$ cat config.mk
export PLATFORM = sky130hd
export DESIGN_NAME = gain_scheduled_pd_steering_core_flat
export DESIGN_NICKNAME = d
export VERILOG_FILES = /design/src/design/gspd_pkg.sv /design/src/design/gspd_if.sv /design/src/design/gspd_front.sv /design/src/design/gspd_mult.sv /design/src/design/gspd_back.sv /design/src/design/gain_scheduled_pd_steering_core.sv /design/src/flat_wrapper.sv
export VERILOG_INCLUDE_DIRS = /design/src /design/src/design
export SDC_FILE = /design/constraint.sdc
export NUM_CORES = 2
export LEC_CHECK = 0
export ABC_AREA = 1
export BUFFER_PORTS_ARGS = -buffer_cell sky130_fd_sc_hd__buf_2
export CAP_MARGIN = 25
export CORE_MARGIN = 5
export CORE_UTILIZATION = 50
export CTS_CLUSTER_SIZE = 16
export DETAILED_ROUTE_END_ITERATION = 8
export HOLD_SLACK_MARGIN = 0.02
export PLACE_DENSITY = 0.62
export SYNTH_ARGS = -nofsm -noshare
export SYNTH_HDL_FRONTEND = slang
export SYNTH_SLANG_ARGS = --single-unit
$ cat constraint.sdc
create_clock -name clock -period 19.8 [get_ports clock]
set_input_delay 2.97 -clock clock [delete_from_list [all_inputs] [get_ports clock]]
set_output_delay 2.97 -clock clock [all_outputs]
set_load 0.005 [all_outputs]
$ cat src/design/gain_scheduled_pd_steering_core_assert.svh
// ----------------------------------------------------------------------------
// gain scheduled pd steering assertion macros
// shared property forms, sampled on clock and disabled during reset
// ----------------------------------------------------------------------------
`ifndef GAIN_SCHEDULED_PD_STEERING_CORE_ASSERT_SVH
`define GAIN_SCHEDULED_PD_STEERING_CORE_ASSERT_SVH

// consequent checked in the same cycle as the antecedent
`define GSPD_ASSERT_SAME(label, ante, cons, msg) \
   label: assert property (@(posedge clock) disable iff (reset) (ante) |-> (cons)) \
      else $error(msg);

// consequent checked in the cycle after the antecedent
`define GSPD_ASSERT_NEXT(label, ante, cons, msg) \
   label: assert property (@(posedge clock) disable iff (reset) (ante) |=> (cons)) \
      else $error(msg);

`endif

$ cat src/design/gspd_pkg.sv
// ----------------------------------------------------------------------------
// gspd_pkg
// types and fixed widths shared by the pd steering pipeline
// ----------------------------------------------------------------------------
package gspd_pkg;

   localparam int ANGLE_W  = 16;
   localparam int ERR_W    = 17;
   localparam int DIFF_W   = 18;
   localparam int GAIN_W   = 24;
   localparam int LIM_W    = 13;
   localparam int OFF_W    = 16;
   localparam int DUTY_W   = 14;
   localparam int AREA_W   = 3;
   localparam int CNT_W    = 8;
   localparam int PROD_P_W = GAIN_W + ERR_W;
   localparam int PROD_D_W = GAIN_W + DIFF_W;
   localparam int ACC_W    = PROD_D_W + 1;
   localparam int FRAC_W   = 12;
   localparam int QUOT_W   = ACC_W - FRAC_W;
   localparam int CSR_IDX_W = 3;
   localparam int CSR_DATA_W = GAIN_W;

   // track area codes
   localparam logic [AREA_W-1:0] AREA_STRAIGHT    = 3'd0;
   localparam logic [AREA_W-1:0] AREA_ROUND       = 3'd1;
   localparam logic [AREA_W-1:0] AREA_ROUND_ENTRY = 3'd2;
   localparam logic [AREA_W-1:0] AREA_ROUND_EXIT  = 3'd3;

   // register reset values
   localparam logic [LIM_W-1:0] LIMIT_RESET = 13'd600;

   typedef enum logic [CSR_IDX_W-1:0] {
      CSR_GAIN_P_STRAIGHT   = 3'd0,
      CSR_GAIN_D_STRAIGHT   = 3'd1,
      CSR_GAIN_P_ROUND      = 3'd2,
      CSR_GAIN_D_ROUND      = 3'd3,
      CSR_GAIN_P_TRANSITION = 3'd4,
      CSR_GAIN_D_TRANSITION = 3'd5,
      CSR_START_LIMIT       = 3'd6,
      CSR_STRAIGHT_LIMIT    = 3'd7
   } csr_index_type;

   typedef struct packed {
      logic signed [GAIN_W-1:0] gain_p_straight;
      logic signed [GAIN_W-1:0] gain_d_straight;
      logic signed [GAIN_W-1:0] gain_p_round;
      logic signed [GAIN_W-1:0] gain_d_round;
      logic signed [GAIN_W-1:0] gain_p_transition;
      logic signed [GAIN_W-1:0] gain_d_transition;
      logic [LIM_W-1:0]         start_limit;
      logic [LIM_W-1:0]         straight_limit;
   } cfg_type;

   // word after the input stage
   typedef struct packed {
      logic signed [ERR_W-1:0]  err;
      logic signed [DIFF_W-1:0] diff;
      logic signed [GAIN_W-1:0] kp;
      logic signed [GAIN_W-1:0] kd;
      logic                     update;
      logic                     lim_en;
      logic [LIM_W-1:0]         lim;
   } stage_a_type;

   // word after the multiplier stage
   typedef struct packed {
      logic signed [PROD_P_W-1:0] prod_p;
      logic signed [PROD_D_W-1:0] prod_d;
      logic                       update;
      logic                       lim_en;
      logic [LIM_W-1:0]           lim;
   } stage_b_type;

endpackage

$ cat src/design/gspd_if.sv
// ----------------------------------------------------------------------------
// gspd channel interfaces
// request and response channels with valid/ready handshake
// ----------------------------------------------------------------------------
interface gspd_req_if;
   import gspd_pkg::*;

   logic                      valid;
   logic                      ready;
   logic signed [ANGLE_W-1:0] heading_sum;
   logic signed [ANGLE_W-1:0] target_error;
   logic [AREA_W-1:0]         area_code;
   logic                      nav_active;
   logic [CNT_W-1:0]          laps_done;
   logic [CNT_W-1:0]          sections_passed;

   modport source (
      output valid, heading_sum, target_error, area_code, nav_active,
             laps_done, sections_passed,
      input  ready
   );
   modport sink (
      input  valid, heading_sum, target_error, area_code, nav_active,
             laps_done, sections_passed,
      output ready
   );
endinterface

interface gspd_rsp_if;
   import gspd_pkg::*;

   logic                    valid;
   logic                    ready;
   logic [DUTY_W-1:0]       servo_duty;
   logic signed [OFF_W-1:0] pd_offset;

   modport source (
      output valid, servo_duty, pd_offset,
      input  ready
   );
   modport sink (
      input  valid, servo_duty, pd_offset,
      output ready
   );
endinterface

$ cat src/design/gspd_front.sv
// ----------------------------------------------------------------------------
// gspd_front
// input stage: heading error, error change, gain and limit selection
// ----------------------------------------------------------------------------
module gspd_front #(
   parameter int START_SECTIONS = 5
) (
   input  logic                     clock,
   input  logic                     reset,
   gspd_req_if.sink                 req_ch,
   input  gspd_pkg::cfg_type        cfg,
   output gspd_pkg::stage_a_type    a_word,
   output logic                     a_valid,
   input  logic                     a_ready
);
   import gspd_pkg::*;

   localparam logic [CNT_W-1:0] START_SEC_C = CNT_W'(START_SECTIONS);

   logic                    accept;
   logic signed [ERR_W-1:0] err;
   logic signed [ERR_W-1:0] prev_ff;
   logic                    a_vld_ff;
   stage_a_type             a_ff;
   stage_a_type             a_in;
   logic                    known;
   logic                    start_phase;

   assign req_ch.ready = !a_vld_ff || a_ready;
   assign accept       = req_ch.valid && req_ch.ready;

   // heading error and its change since the last word
   assign err = {req_ch.heading_sum[ANGLE_W-1], req_ch.heading_sum}
              - {req_ch.target_error[ANGLE_W-1], req_ch.target_error};

   // offset limit: start phase wins over the area limit
   assign start_phase = (req_ch.laps_done == '0) && (req_ch.sections_passed <= START_SEC_C);

   // gain pair by area, error terms and limit selection
   always_comb begin
      known = 1'b1;
      a_in.kp = '0;
      a_in.kd = '0;
      case (req_ch.area_code)
         AREA_STRAIGHT: begin
            a_in.kp = cfg.gain_p_straight;
            a_in.kd = cfg.gain_d_straight;
         end
         AREA_ROUND: begin
            a_in.kp = cfg.gain_p_round;
            a_in.kd = cfg.gain_d_round;
         end
         AREA_ROUND_ENTRY, AREA_ROUND_EXIT: begin
            a_in.kp = cfg.gain_p_transition;
            a_in.kd = cfg.gain_d_transition;
         end
         default: begin
            known = 1'b0;
         end
      endcase
      a_in.err    = err;
      a_in.diff   = {err[ERR_W-1], err} - {prev_ff[ERR_W-1], prev_ff};
      a_in.update = req_ch.nav_active && known;
      a_in.lim_en = start_phase || (req_ch.area_code == AREA_STRAIGHT)
                    || (req_ch.area_code == AREA_ROUND_EXIT);
      a_in.lim    = start_phase ? cfg.start_limit : cfg.straight_limit;
   end

   // stage valid and error history
   always_ff @(posedge clock) begin
      if (reset) begin
         a_vld_ff <= 1'b0;
         prev_ff  <= '0;
      end else begin
         if (req_ch.ready) a_vld_ff <= req_ch.valid;
         if (accept) prev_ff <= err;
      end
   end

   // stage payload
   always_ff @(posedge clock) begin
      if (accept) a_ff <= a_in;
   end

   assign a_word  = a_ff;
   assign a_valid = a_vld_ff;

`include "gain_scheduled_pd_steering_core_assert.svh"

   `GSPD_ASSERT_NEXT(a_prev_hold, !accept, $stable(prev_ff), "error history moved without a word")
   `GSPD_ASSERT_NEXT(a_fill, accept, a_vld_ff, "accepted word missing from input stage")
   `GSPD_ASSERT_NEXT(a_keep, a_vld_ff && !a_ready, a_vld_ff && $stable(a_ff),
                     "stalled input stage lost its word")

endmodule

$ cat src/design/gspd_mult.sv
// ----------------------------------------------------------------------------
// gspd_mult
// multiplier stage: p and d products of the selected gain pair
// ----------------------------------------------------------------------------
module gspd_mult (
   input  logic                     clock,
   input  logic                     reset,
   input  gspd_pkg::stage_a_type    a_word,
   input  logic                     a_valid,
   output logic                     a_ready,
   output gspd_pkg::stage_b_type    b_word,
   output logic                     b_valid,
   input  logic                     b_ready
);
   import gspd_pkg::*;

   logic        b_vld_ff;
   stage_b_type b_ff;
   stage_b_type b_in;

   assign a_ready = !b_vld_ff || b_ready;

   // two independent products
   assign b_in.prod_p = $signed(a_word.kp) * $signed(a_word.err);
   assign b_in.prod_d = $signed(a_word.kd) * $signed(a_word.diff);
   assign b_in.update = a_word.update;
   assign b_in.lim_en = a_word.lim_en;
   assign b_in.lim    = a_word.lim;

   always_ff @(posedge clock) begin
      if (reset) begin
         b_vld_ff <= 1'b0;
      end else if (a_ready) begin
         b_vld_ff <= a_valid;
      end
   end

   always_ff @(posedge clock) begin
      if (a_valid && a_ready) b_ff <= b_in;
   end

   assign b_word  = b_ff;
   assign b_valid = b_vld_ff;

endmodule

$ cat src/design/gspd_back.sv
// ----------------------------------------------------------------------------
// gspd_back
// output stage: q12 scaling, saturation, held offset, limits, servo clamp
// ----------------------------------------------------------------------------
module gspd_back #(
   parameter int SERVO_MIN = 500,
   parameter int SERVO_MID = 750,
   parameter int SERVO_MAX = 1000
) (
   input  logic                     clock,
   input  logic                     reset,
   input  gspd_pkg::stage_b_type    b_word,
   input  logic                     b_valid,
   output logic                     b_ready,
   gspd_rsp_if.source               rsp_ch
);
   import gspd_pkg::*;

   localparam logic signed [DIFF_W-1:0] MIN_C = DIFF_W'(SERVO_MIN);
   localparam logic signed [DIFF_W-1:0] MID_C = DIFF_W'(SERVO_MID);
   localparam logic signed [DIFF_W-1:0] MAX_C = DIFF_W'(SERVO_MAX);
   localparam logic [DUTY_W-1:0] MIN_D = DUTY_W'(SERVO_MIN);
   localparam logic [DUTY_W-1:0] MAX_D = DUTY_W'(SERVO_MAX);

   logic                     fire;
   logic signed [ACC_W-1:0]  acc;
   logic signed [QUOT_W-1:0] quot;
   logic signed [OFF_W-1:0]  pd_sat;
   logic signed [OFF_W-1:0]  held_in;
   logic signed [OFF_W-1:0]  held_ff;
   logic signed [ERR_W-1:0]  off_ext;
   logic signed [ERR_W-1:0]  lim_pos;
   logic signed [ERR_W-1:0]  lim_neg;
   logic signed [ERR_W-1:0]  off_lim;
   logic signed [DIFF_W-1:0] duty_raw;
   logic signed [DIFF_W-1:0] duty_clip;
   logic                     out_vld_ff;
   logic [DUTY_W-1:0]        duty_ff;
   logic signed [OFF_W-1:0]  offset_ff;

   assign b_ready = !out_vld_ff || rsp_ch.ready;
   assign fire    = b_valid && b_ready;

   // pd sum, divide by 4096 toward zero
   assign acc = {{(ACC_W-PROD_P_W){b_word.prod_p[PROD_P_W-1]}}, b_word.prod_p}
              + {b_word.prod_d[PROD_D_W-1], b_word.prod_d};
   assign quot = acc[ACC_W-1:FRAC_W]
               + QUOT_W'(acc[ACC_W-1] && (acc[FRAC_W-1:0] != '0));

   // saturate to 16 bits
   always_comb begin
      if (quot[QUOT_W-1:OFF_W-1] == '0 || quot[QUOT_W-1:OFF_W-1] == '1) begin
         pd_sat = quot[OFF_W-1:0];
      end else if (quot[QUOT_W-1]) begin
         pd_sat = {1'b1, {(OFF_W-1){1'b0}}};
      end else begin
         pd_sat = {1'b0, {(OFF_W-1){1'b1}}};
      end
   end

   assign held_in = b_word.update ? pd_sat : held_ff;

   // symmetric offset limit
   assign off_ext = {held_in[OFF_W-1], held_in};
   assign lim_pos = {{(ERR_W-LIM_W){1'b0}}, b_word.lim};
   assign lim_neg = -lim_pos;

   always_comb begin
      off_lim = off_ext;
      if (b_word.lim_en) begin
         if (off_ext > lim_pos) begin
            off_lim = lim_pos;
         end else if (off_ext < lim_neg) begin
            off_lim = lim_neg;
         end
      end
   end

   // servo centre plus offset, maximum tested first
   assign duty_raw = {off_lim[ERR_W-1], off_lim} + MID_C;

   always_comb begin
      if (duty_raw > MAX_C) begin
         duty_clip = MAX_C;
      end else if (duty_raw < MIN_C) begin
         duty_clip = MIN_C;
      end else begin
         duty_clip = duty_raw;
      end
   end

   // output register and held offset
   always_ff @(posedge clock) begin
      if (reset) begin
         out_vld_ff <= 1'b0;
         held_ff    <= '0;
      end else begin
         if (b_ready) out_vld_ff <= b_valid;
         if (fire) held_ff <= held_in;
      end
   end

   always_ff @(posedge clock) begin
      if (fire) begin
         duty_ff   <= duty_clip[DUTY_W-1:0];
         offset_ff <= held_in;
      end
   end

   assign rsp_ch.valid      = out_vld_ff;
   assign rsp_ch.servo_duty = duty_ff;
   assign rsp_ch.pd_offset  = offset_ff;

`include "gain_scheduled_pd_steering_core_assert.svh"

   `GSPD_ASSERT_NEXT(b_held_hold, !fire, $stable(held_ff), "held offset moved without a word")
   `GSPD_ASSERT_SAME(b_duty_range, out_vld_ff && (SERVO_MIN <= SERVO_MAX),
                     (duty_ff >= MIN_D) && (duty_ff <= MAX_D), "servo duty out of range")
   `GSPD_ASSERT_SAME(b_offset_match, out_vld_ff, offset_ff == held_ff,
                     "reported offset differs from held offset")

endmodule

$ cat src/design/gain_scheduled_pd_steering_core.sv
// ----------------------------------------------------------------------------
// gain_scheduled_pd_steering_core
// gain scheduled pd steering: heading error to clamped servo duty
// ----------------------------------------------------------------------------
// usage
//   req_ch carries one control tick per word: heading sum, target error,
//   area code, nav flag, lap and section counters. rsp_ch returns one word
//   per tick: clamped servo duty and the held pd offset.
//   csr_we/csr_index/csr_wdata write the gains and limits; write only
//   while no word is in flight.
// pipeline and throughput
//   an accepted word passes the input register, the multiplier register and
//   the output register before it is shown on rsp_ch. one word per cycle is
//   accepted while rsp_ch.ready is high; the 24x17 and 24x18 multipliers in
//   the middle stage set the clock.
// reset
//   synchronous, active high: pipeline emptied, error history and held
//   offset cleared, gains zero, both limits 600.
// stall
//   while rsp_ch.ready is low the stages keep filling; up to three words
//   are held and then req_ch.ready drops until the output word is taken.
// ----------------------------------------------------------------------------
module gain_scheduled_pd_steering_core #(
   parameter int SERVO_MIN      = 500,
   parameter int SERVO_MID      = 750,
   parameter int SERVO_MAX      = 1000,
   parameter int START_SECTIONS = 5
) (
   input  logic                                 clock,
   input  logic                                 reset,
   gspd_req_if.sink                             req_ch,
   gspd_rsp_if.source                           rsp_ch,
   input  logic                                 csr_we,
   input  logic [gspd_pkg::CSR_IDX_W-1:0]       csr_index,
   input  logic [gspd_pkg::CSR_DATA_W-1:0]      csr_wdata
);
   import gspd_pkg::*;

   cfg_type     cfg_ff;
   stage_a_type a_word;
   logic        a_valid;
   logic        a_ready;
   stage_b_type b_word;
   logic        b_valid;
   logic        b_ready;

   // configuration registers
   always_ff @(posedge clock) begin
      if (reset) begin
         cfg_ff.gain_p_straight   <= '0;
         cfg_ff.gain_d_straight   <= '0;
         cfg_ff.gain_p_round      <= '0;
         cfg_ff.gain_d_round      <= '0;
         cfg_ff.gain_p_transition <= '0;
         cfg_ff.gain_d_transition <= '0;
         cfg_ff.start_limit       <= LIMIT_RESET;
         cfg_ff.straight_limit    <= LIMIT_RESET;
      end else if (csr_we) begin
         unique case (csr_index_type'(csr_index))
            CSR_GAIN_P_STRAIGHT:   cfg_ff.gain_p_straight   <= csr_wdata;
            CSR_GAIN_D_STRAIGHT:   cfg_ff.gain_d_straight   <= csr_wdata;
            CSR_GAIN_P_ROUND:      cfg_ff.gain_p_round      <= csr_wdata;
            CSR_GAIN_D_ROUND:      cfg_ff.gain_d_round      <= csr_wdata;
            CSR_GAIN_P_TRANSITION: cfg_ff.gain_p_transition <= csr_wdata;
            CSR_GAIN_D_TRANSITION: cfg_ff.gain_d_transition <= csr_wdata;
            CSR_START_LIMIT:       cfg_ff.start_limit       <= csr_wdata[LIM_W-1:0];
            CSR_STRAIGHT_LIMIT:    cfg_ff.straight_limit    <= csr_wdata[LIM_W-1:0];
            default: begin
            end
         endcase
      end
   end

   gspd_front #(
      .START_SECTIONS (START_SECTIONS)
   ) u_front (
      .clock   (clock),
      .reset   (reset),
      .req_ch  (req_ch),
      .cfg     (cfg_ff),
      .a_word  (a_word),
      .a_valid (a_valid),
      .a_ready (a_ready)
   );

   gspd_mult u_mult (
      .clock   (clock),
      .reset   (reset),
      .a_word  (a_word),
      .a_valid (a_valid),
      .a_ready (a_ready),
      .b_word  (b_word),
      .b_valid (b_valid),
      .b_ready (b_ready)
   );

   gspd_back #(
      .SERVO_MIN (SERVO_MIN),
      .SERVO_MID (SERVO_MID),
      .SERVO_MAX (SERVO_MAX)
   ) u_back (
      .clock   (clock),
      .reset   (reset),
      .b_word  (b_word),
      .b_valid (b_valid),
      .b_ready (b_ready),
      .rsp_ch  (rsp_ch)
   );

endmodule
$ cat src/flat_wrapper.sv
// flat-port wrapper written by rule: the top's interface ports become plain ports
module gain_scheduled_pd_steering_core_flat import gspd_pkg::*;
#(
   parameter int SERVO_MIN      = 500,
   parameter int SERVO_MID      = 750,
   parameter int SERVO_MAX      = 1000,
   parameter int START_SECTIONS = 5
)
  (clock, reset, csr_we, csr_index, csr_wdata, req_ch_valid, req_ch_heading_sum, req_ch_target_error, req_ch_area_code, req_ch_nav_active, req_ch_laps_done, req_ch_sections_passed, req_ch_ready, rsp_ch_valid, rsp_ch_servo_duty, rsp_ch_pd_offset, rsp_ch_ready);
  gspd_req_if req_ch_i ();
  gspd_rsp_if rsp_ch_i ();
  input  logic clock;
  input  logic reset;
  input  logic csr_we;
  input  logic [gspd_pkg::CSR_IDX_W-1:0] csr_index;
  input  logic [gspd_pkg::CSR_DATA_W-1:0] csr_wdata;
  input wire logic [$bits(req_ch_i.valid)-1:0] req_ch_valid;
  input wire logic [$bits(req_ch_i.heading_sum)-1:0] req_ch_heading_sum;
  input wire logic [$bits(req_ch_i.target_error)-1:0] req_ch_target_error;
  input wire logic [$bits(req_ch_i.area_code)-1:0] req_ch_area_code;
  input wire logic [$bits(req_ch_i.nav_active)-1:0] req_ch_nav_active;
  input wire logic [$bits(req_ch_i.laps_done)-1:0] req_ch_laps_done;
  input wire logic [$bits(req_ch_i.sections_passed)-1:0] req_ch_sections_passed;
  output wire logic [$bits(req_ch_i.ready)-1:0] req_ch_ready;
  output wire logic [$bits(rsp_ch_i.valid)-1:0] rsp_ch_valid;
  output wire logic [$bits(rsp_ch_i.servo_duty)-1:0] rsp_ch_servo_duty;
  output wire logic [$bits(rsp_ch_i.pd_offset)-1:0] rsp_ch_pd_offset;
  input wire logic [$bits(rsp_ch_i.ready)-1:0] rsp_ch_ready;
  assign req_ch_i.valid = req_ch_valid;
  assign req_ch_i.heading_sum = req_ch_heading_sum;
  assign req_ch_i.target_error = req_ch_target_error;
  assign req_ch_i.area_code = req_ch_area_code;
  assign req_ch_i.nav_active = req_ch_nav_active;
  assign req_ch_i.laps_done = req_ch_laps_done;
  assign req_ch_i.sections_passed = req_ch_sections_passed;
  assign req_ch_ready = req_ch_i.ready;
  assign rsp_ch_valid = rsp_ch_i.valid;
  assign rsp_ch_servo_duty = rsp_ch_i.servo_duty;
  assign rsp_ch_pd_offset = rsp_ch_i.pd_offset;
  assign rsp_ch_i.ready = rsp_ch_ready;
  gain_scheduled_pd_steering_core #(.SERVO_MIN(SERVO_MIN), .SERVO_MID(SERVO_MID), .SERVO_MAX(SERVO_MAX), .START_SECTIONS(START_SECTIONS)) u_core (.clock(clock), .reset(reset), .req_ch(req_ch_i), .rsp_ch(rsp_ch_i), .csr_we(csr_we), .csr_index(csr_index), .csr_wdata(csr_wdata));
endmodule
==> flow_metrics.tcl <==
set metrics [dict create \
    worst-path-max-fanout 18 \
    viasPerCell 5.103 \
    finClkSkew_ns 0.05164 \
    antenna_left 0 \
    synthCells 6647 \
    grt_pass1_vias 42010 \
    grt_pass1_wl_mm 231.3 \
    yosysTopAreaCellShare_pct 31.25 \
    area_growth_pct 6.795 \
    top_layer "met5" \
    tightest_slew_ns 1.106 \
    drt-initial-drc-count 2998 \
    totalWireLength_mm 144.6 \
    fin_cells 8086 \
    crit_type "flip-flop to flip-flop" \
    timing.final.crit_share_pct 53.50 \
    yosys.area_share.adder_pct 38.61 \
    timing.rr.start "u_core.u_mult.b_word[78]" \
    drt-wirelength-per-cell_um 17.88 \
    rsz0062_at_grt "false" \
    io_buffers 114 \
    ios 116 \
    die_h_um 335.9 \
    arrival_ns 10.93 \
    ys.flop_type "edfxtp_1" \
    wl_met2_mm 66.79 \
    hold_buffers 0 \
    hold-path-cell-count 0 \
    core_sq_um 105400 \
    hpwl_mm 111.9 \
    clkTransAtPathRegs_ns 0.07 \
    worstHoldStart "u_core.u_front.a_word[10]" \
    status "completed" \
    finalCriticalPeriod_ns 10.59 \
    clock_latency_ns 0.64 \
    grt_max_degree 100 \
    postCtsSetupBuffers 0 \
    vias 41270 \
    synth_xor_area_share_pct 2.422 \
    clock_path_buffers 3 \
    hold_ws_ns 0.4164 \
    dr.pass1.iters 6 \
    synth_seq_cells 432 \
    layout-drive-gt1-share_pct 7.189 \
    muxShareOfSynthArea_pct 0 \
    finalSetupTns_ns 0 \
    synth_top_area_cell "fa_1" \
    finalNetCount 7876 \
    synth_seq_area_share_pct 20.55 \
    cts.sinks 432 \
    cp.required_ns 20.13 \
    cts_resized 0 \
    r2r_cells 59 \
    synth_top_family_by_area "adder cells" \
    cts_tree "built" \
    worst_setup_path_end_kind "flip-flop" \
    final_hold_viol_count 0 \
    place.gp.congestion 0.9148 \
    r2r_end "u_core.u_back.rsp_ch.servo_duty[5]" \
    hold_end "u_core.u_mult.b_word[10]" \
    antenna_found_initial 7 \
    hp-class "flip-flop to flip-flop" \
    ff2ff_setup_slack_ns 9.21 \
    yosysWarnings 0 \
    dieArea_sq_um 112800 \
    row_count 119 \
    cap_violations 0 \
    cp-start-kind "flip-flop" \
    max_slew_margin_pct 25.46 \
    syn_area_sq_um 53100 \
    grt_usage_pct 26.08 \
    drc 0 \
    synth_edf_count 226 \
    crit_slowest_cell "clkinv_1" \
    drt-met1-wl_mm 62.10 \
    utilization_pct 53.80 \
    dp.cells 7990 \
    timing.fmax_ghz 0.09440 \
    cp_common_cell "nand2_1" \
    synthArstFlopShare_pct 0 \
    cts_max_level 2 \
    cts_buffers 48 \
    wl_met3_mm 11.38 \
    avgSynthCellArea_sq_um 7.989 \
    critPathMaxStageDelay_ns 0.59 \
    synthDistinctLibCells 55 \
    synth.most_common_cell "nand2_1" \
    yosys.area_share.simple_pct 19.93 \
    synth-compound-area-share_pct 5.542 \
    start_util_pct 50.37 \
    synth_area_leaders "fa_1 (31%), edfxtp_1 (13%), nand2_1 (12%)" \
    finalSetupViolCount 0 \
    synth_commonest_cells "nand2_1 (1642), inv_1 (1515), fa_1 (829), nor2_1 (506), ha_1 (312)" \
    overflow 0 \
    die_x_um 335.9 \
    maxSlewViolCount 0 \
    cts-root-buf "clkbuf_16" \
]
[worst max-delay path by stage]
stage,from,end,cells after the start,slack [ns]
6_report,u_core.u_mult.b_word[78],u_core.u_back.rsp_ch.servo_duty[5],59,9.21
5_1_grt,u_core.u_mult.b_word[78],u_core.u_back.rsp_ch.servo_duty[5],63,8.14
4_1_cts,u_core.u_mult.b_word[78],u_core.u_back.rsp_ch.servo_duty[5],59,9.23
3_5_place_dp,u_core.u_mult.b_word[78],u_core.u_back.rsp_ch.servo_duty[5],59,9.27
3_3_place_gp,u_core.u_mult.b_word[78],u_core.u_back.rsp_ch.servo_duty[6],59,9.34
2_1_floorplan,u_core.u_mult.b_word[15],u_core.u_back.rsp_ch.servo_duty[5],59,12.29
[state kept, by name, summed over array words and instances (netlist names)]
register                         count
u_core.cfg_ff                      170
u_core.u_back.held_ff               16
u_core.u_back.rsp_ch.pd_offset      16
u_core.u_back.rsp_ch.servo_duty     14
u_core.u_back.rsp_ch.valid           1
u_core.u_front.a_valid               1
u_core.u_front.a_word               98
u_core.u_front.prev_ff              17
u_core.u_mult.b_valid                1
u_core.u_mult.b_word                98
[cells in the final DEF (no fill, tap or decap), drive strengths merged, types with 3 or more instances in the layout]
master and count:
nor3 19, a21o 8, buf 206, edfxtp 226
xnor2 40, a22oi 18, o211ai 11, nand3 218
a31oi 3, a2111oi 3, nor4 3, ha 312
diode 4, or2 45, dfxtp 206, nor2 552
clkbuf 67, inv 1559, clkinv 28, conb 4
nand4 39, nand2 1679, nand3b 3, o21bai 10
fa 829, a211oi 6, o21ai 281, o31ai 3
a21oi 192, and2 3, xor2 106
[kinds of logic after synthesis]
| family | count (synthesis) |
|---|---|
| simple gates | 2563 |
| buf+inv | 1822 |
| fa+ha+maj | 1141 |
| compound gates | 542 |
| flops | 432 |
| xor+xnor | 146 |
| other cells | 1 |
[final cells by class]
| cell class | instances | area, sq um |
|---|---|---|
| fill | 10050 | 48710 |
| multi-input combinational | 4396 | 35340 |
| sequential | 432 | 10910 |
| inverter | 1565 | 5881 |
| tap | 1391 | 1740 |
| clock buffer | 65 | 1325 |
| timing repair buffer | 208 | 1276 |
| clock inverter | 25 | 230.2 |
| antenna | 4 | 10.01 |
[per-layer routing]
layer / up-vias / GRT usage, %
li1: 19740 / -
met1: 20020 / 35.71
met2: 1294 / 42.61
met3: 208 / 5.458
met4: 4 / 6.957
met5: - / 0
[through the flow]
stage / instance area (sq um) / setup WS (ns)
detailed placement: 55130 / 9.267
CTS: 56680 / 9.225
floorplan: 53110 / 12.29
global placement: 55130 / 9.338
global route: 56700 / 8.143
finish: 56710 / 9.206
[critical path, delay by kind of cell, from the launching register on]
kind | cells | cell delay (ns)
and+or+nand+nor | 38 | 5.19
AOI/OAI and AO/OA | 8 | 1.54
adders and majority gates | 5 | 1.44
buffers and inverters | 7 | 1.38
DFF | 1 | 0.43
xor gates and xnor gates | 1 | 0.28
Power is not shown: default switching activity piles up to over one toggle a cycle in this logic, so the estimate is an artifact.
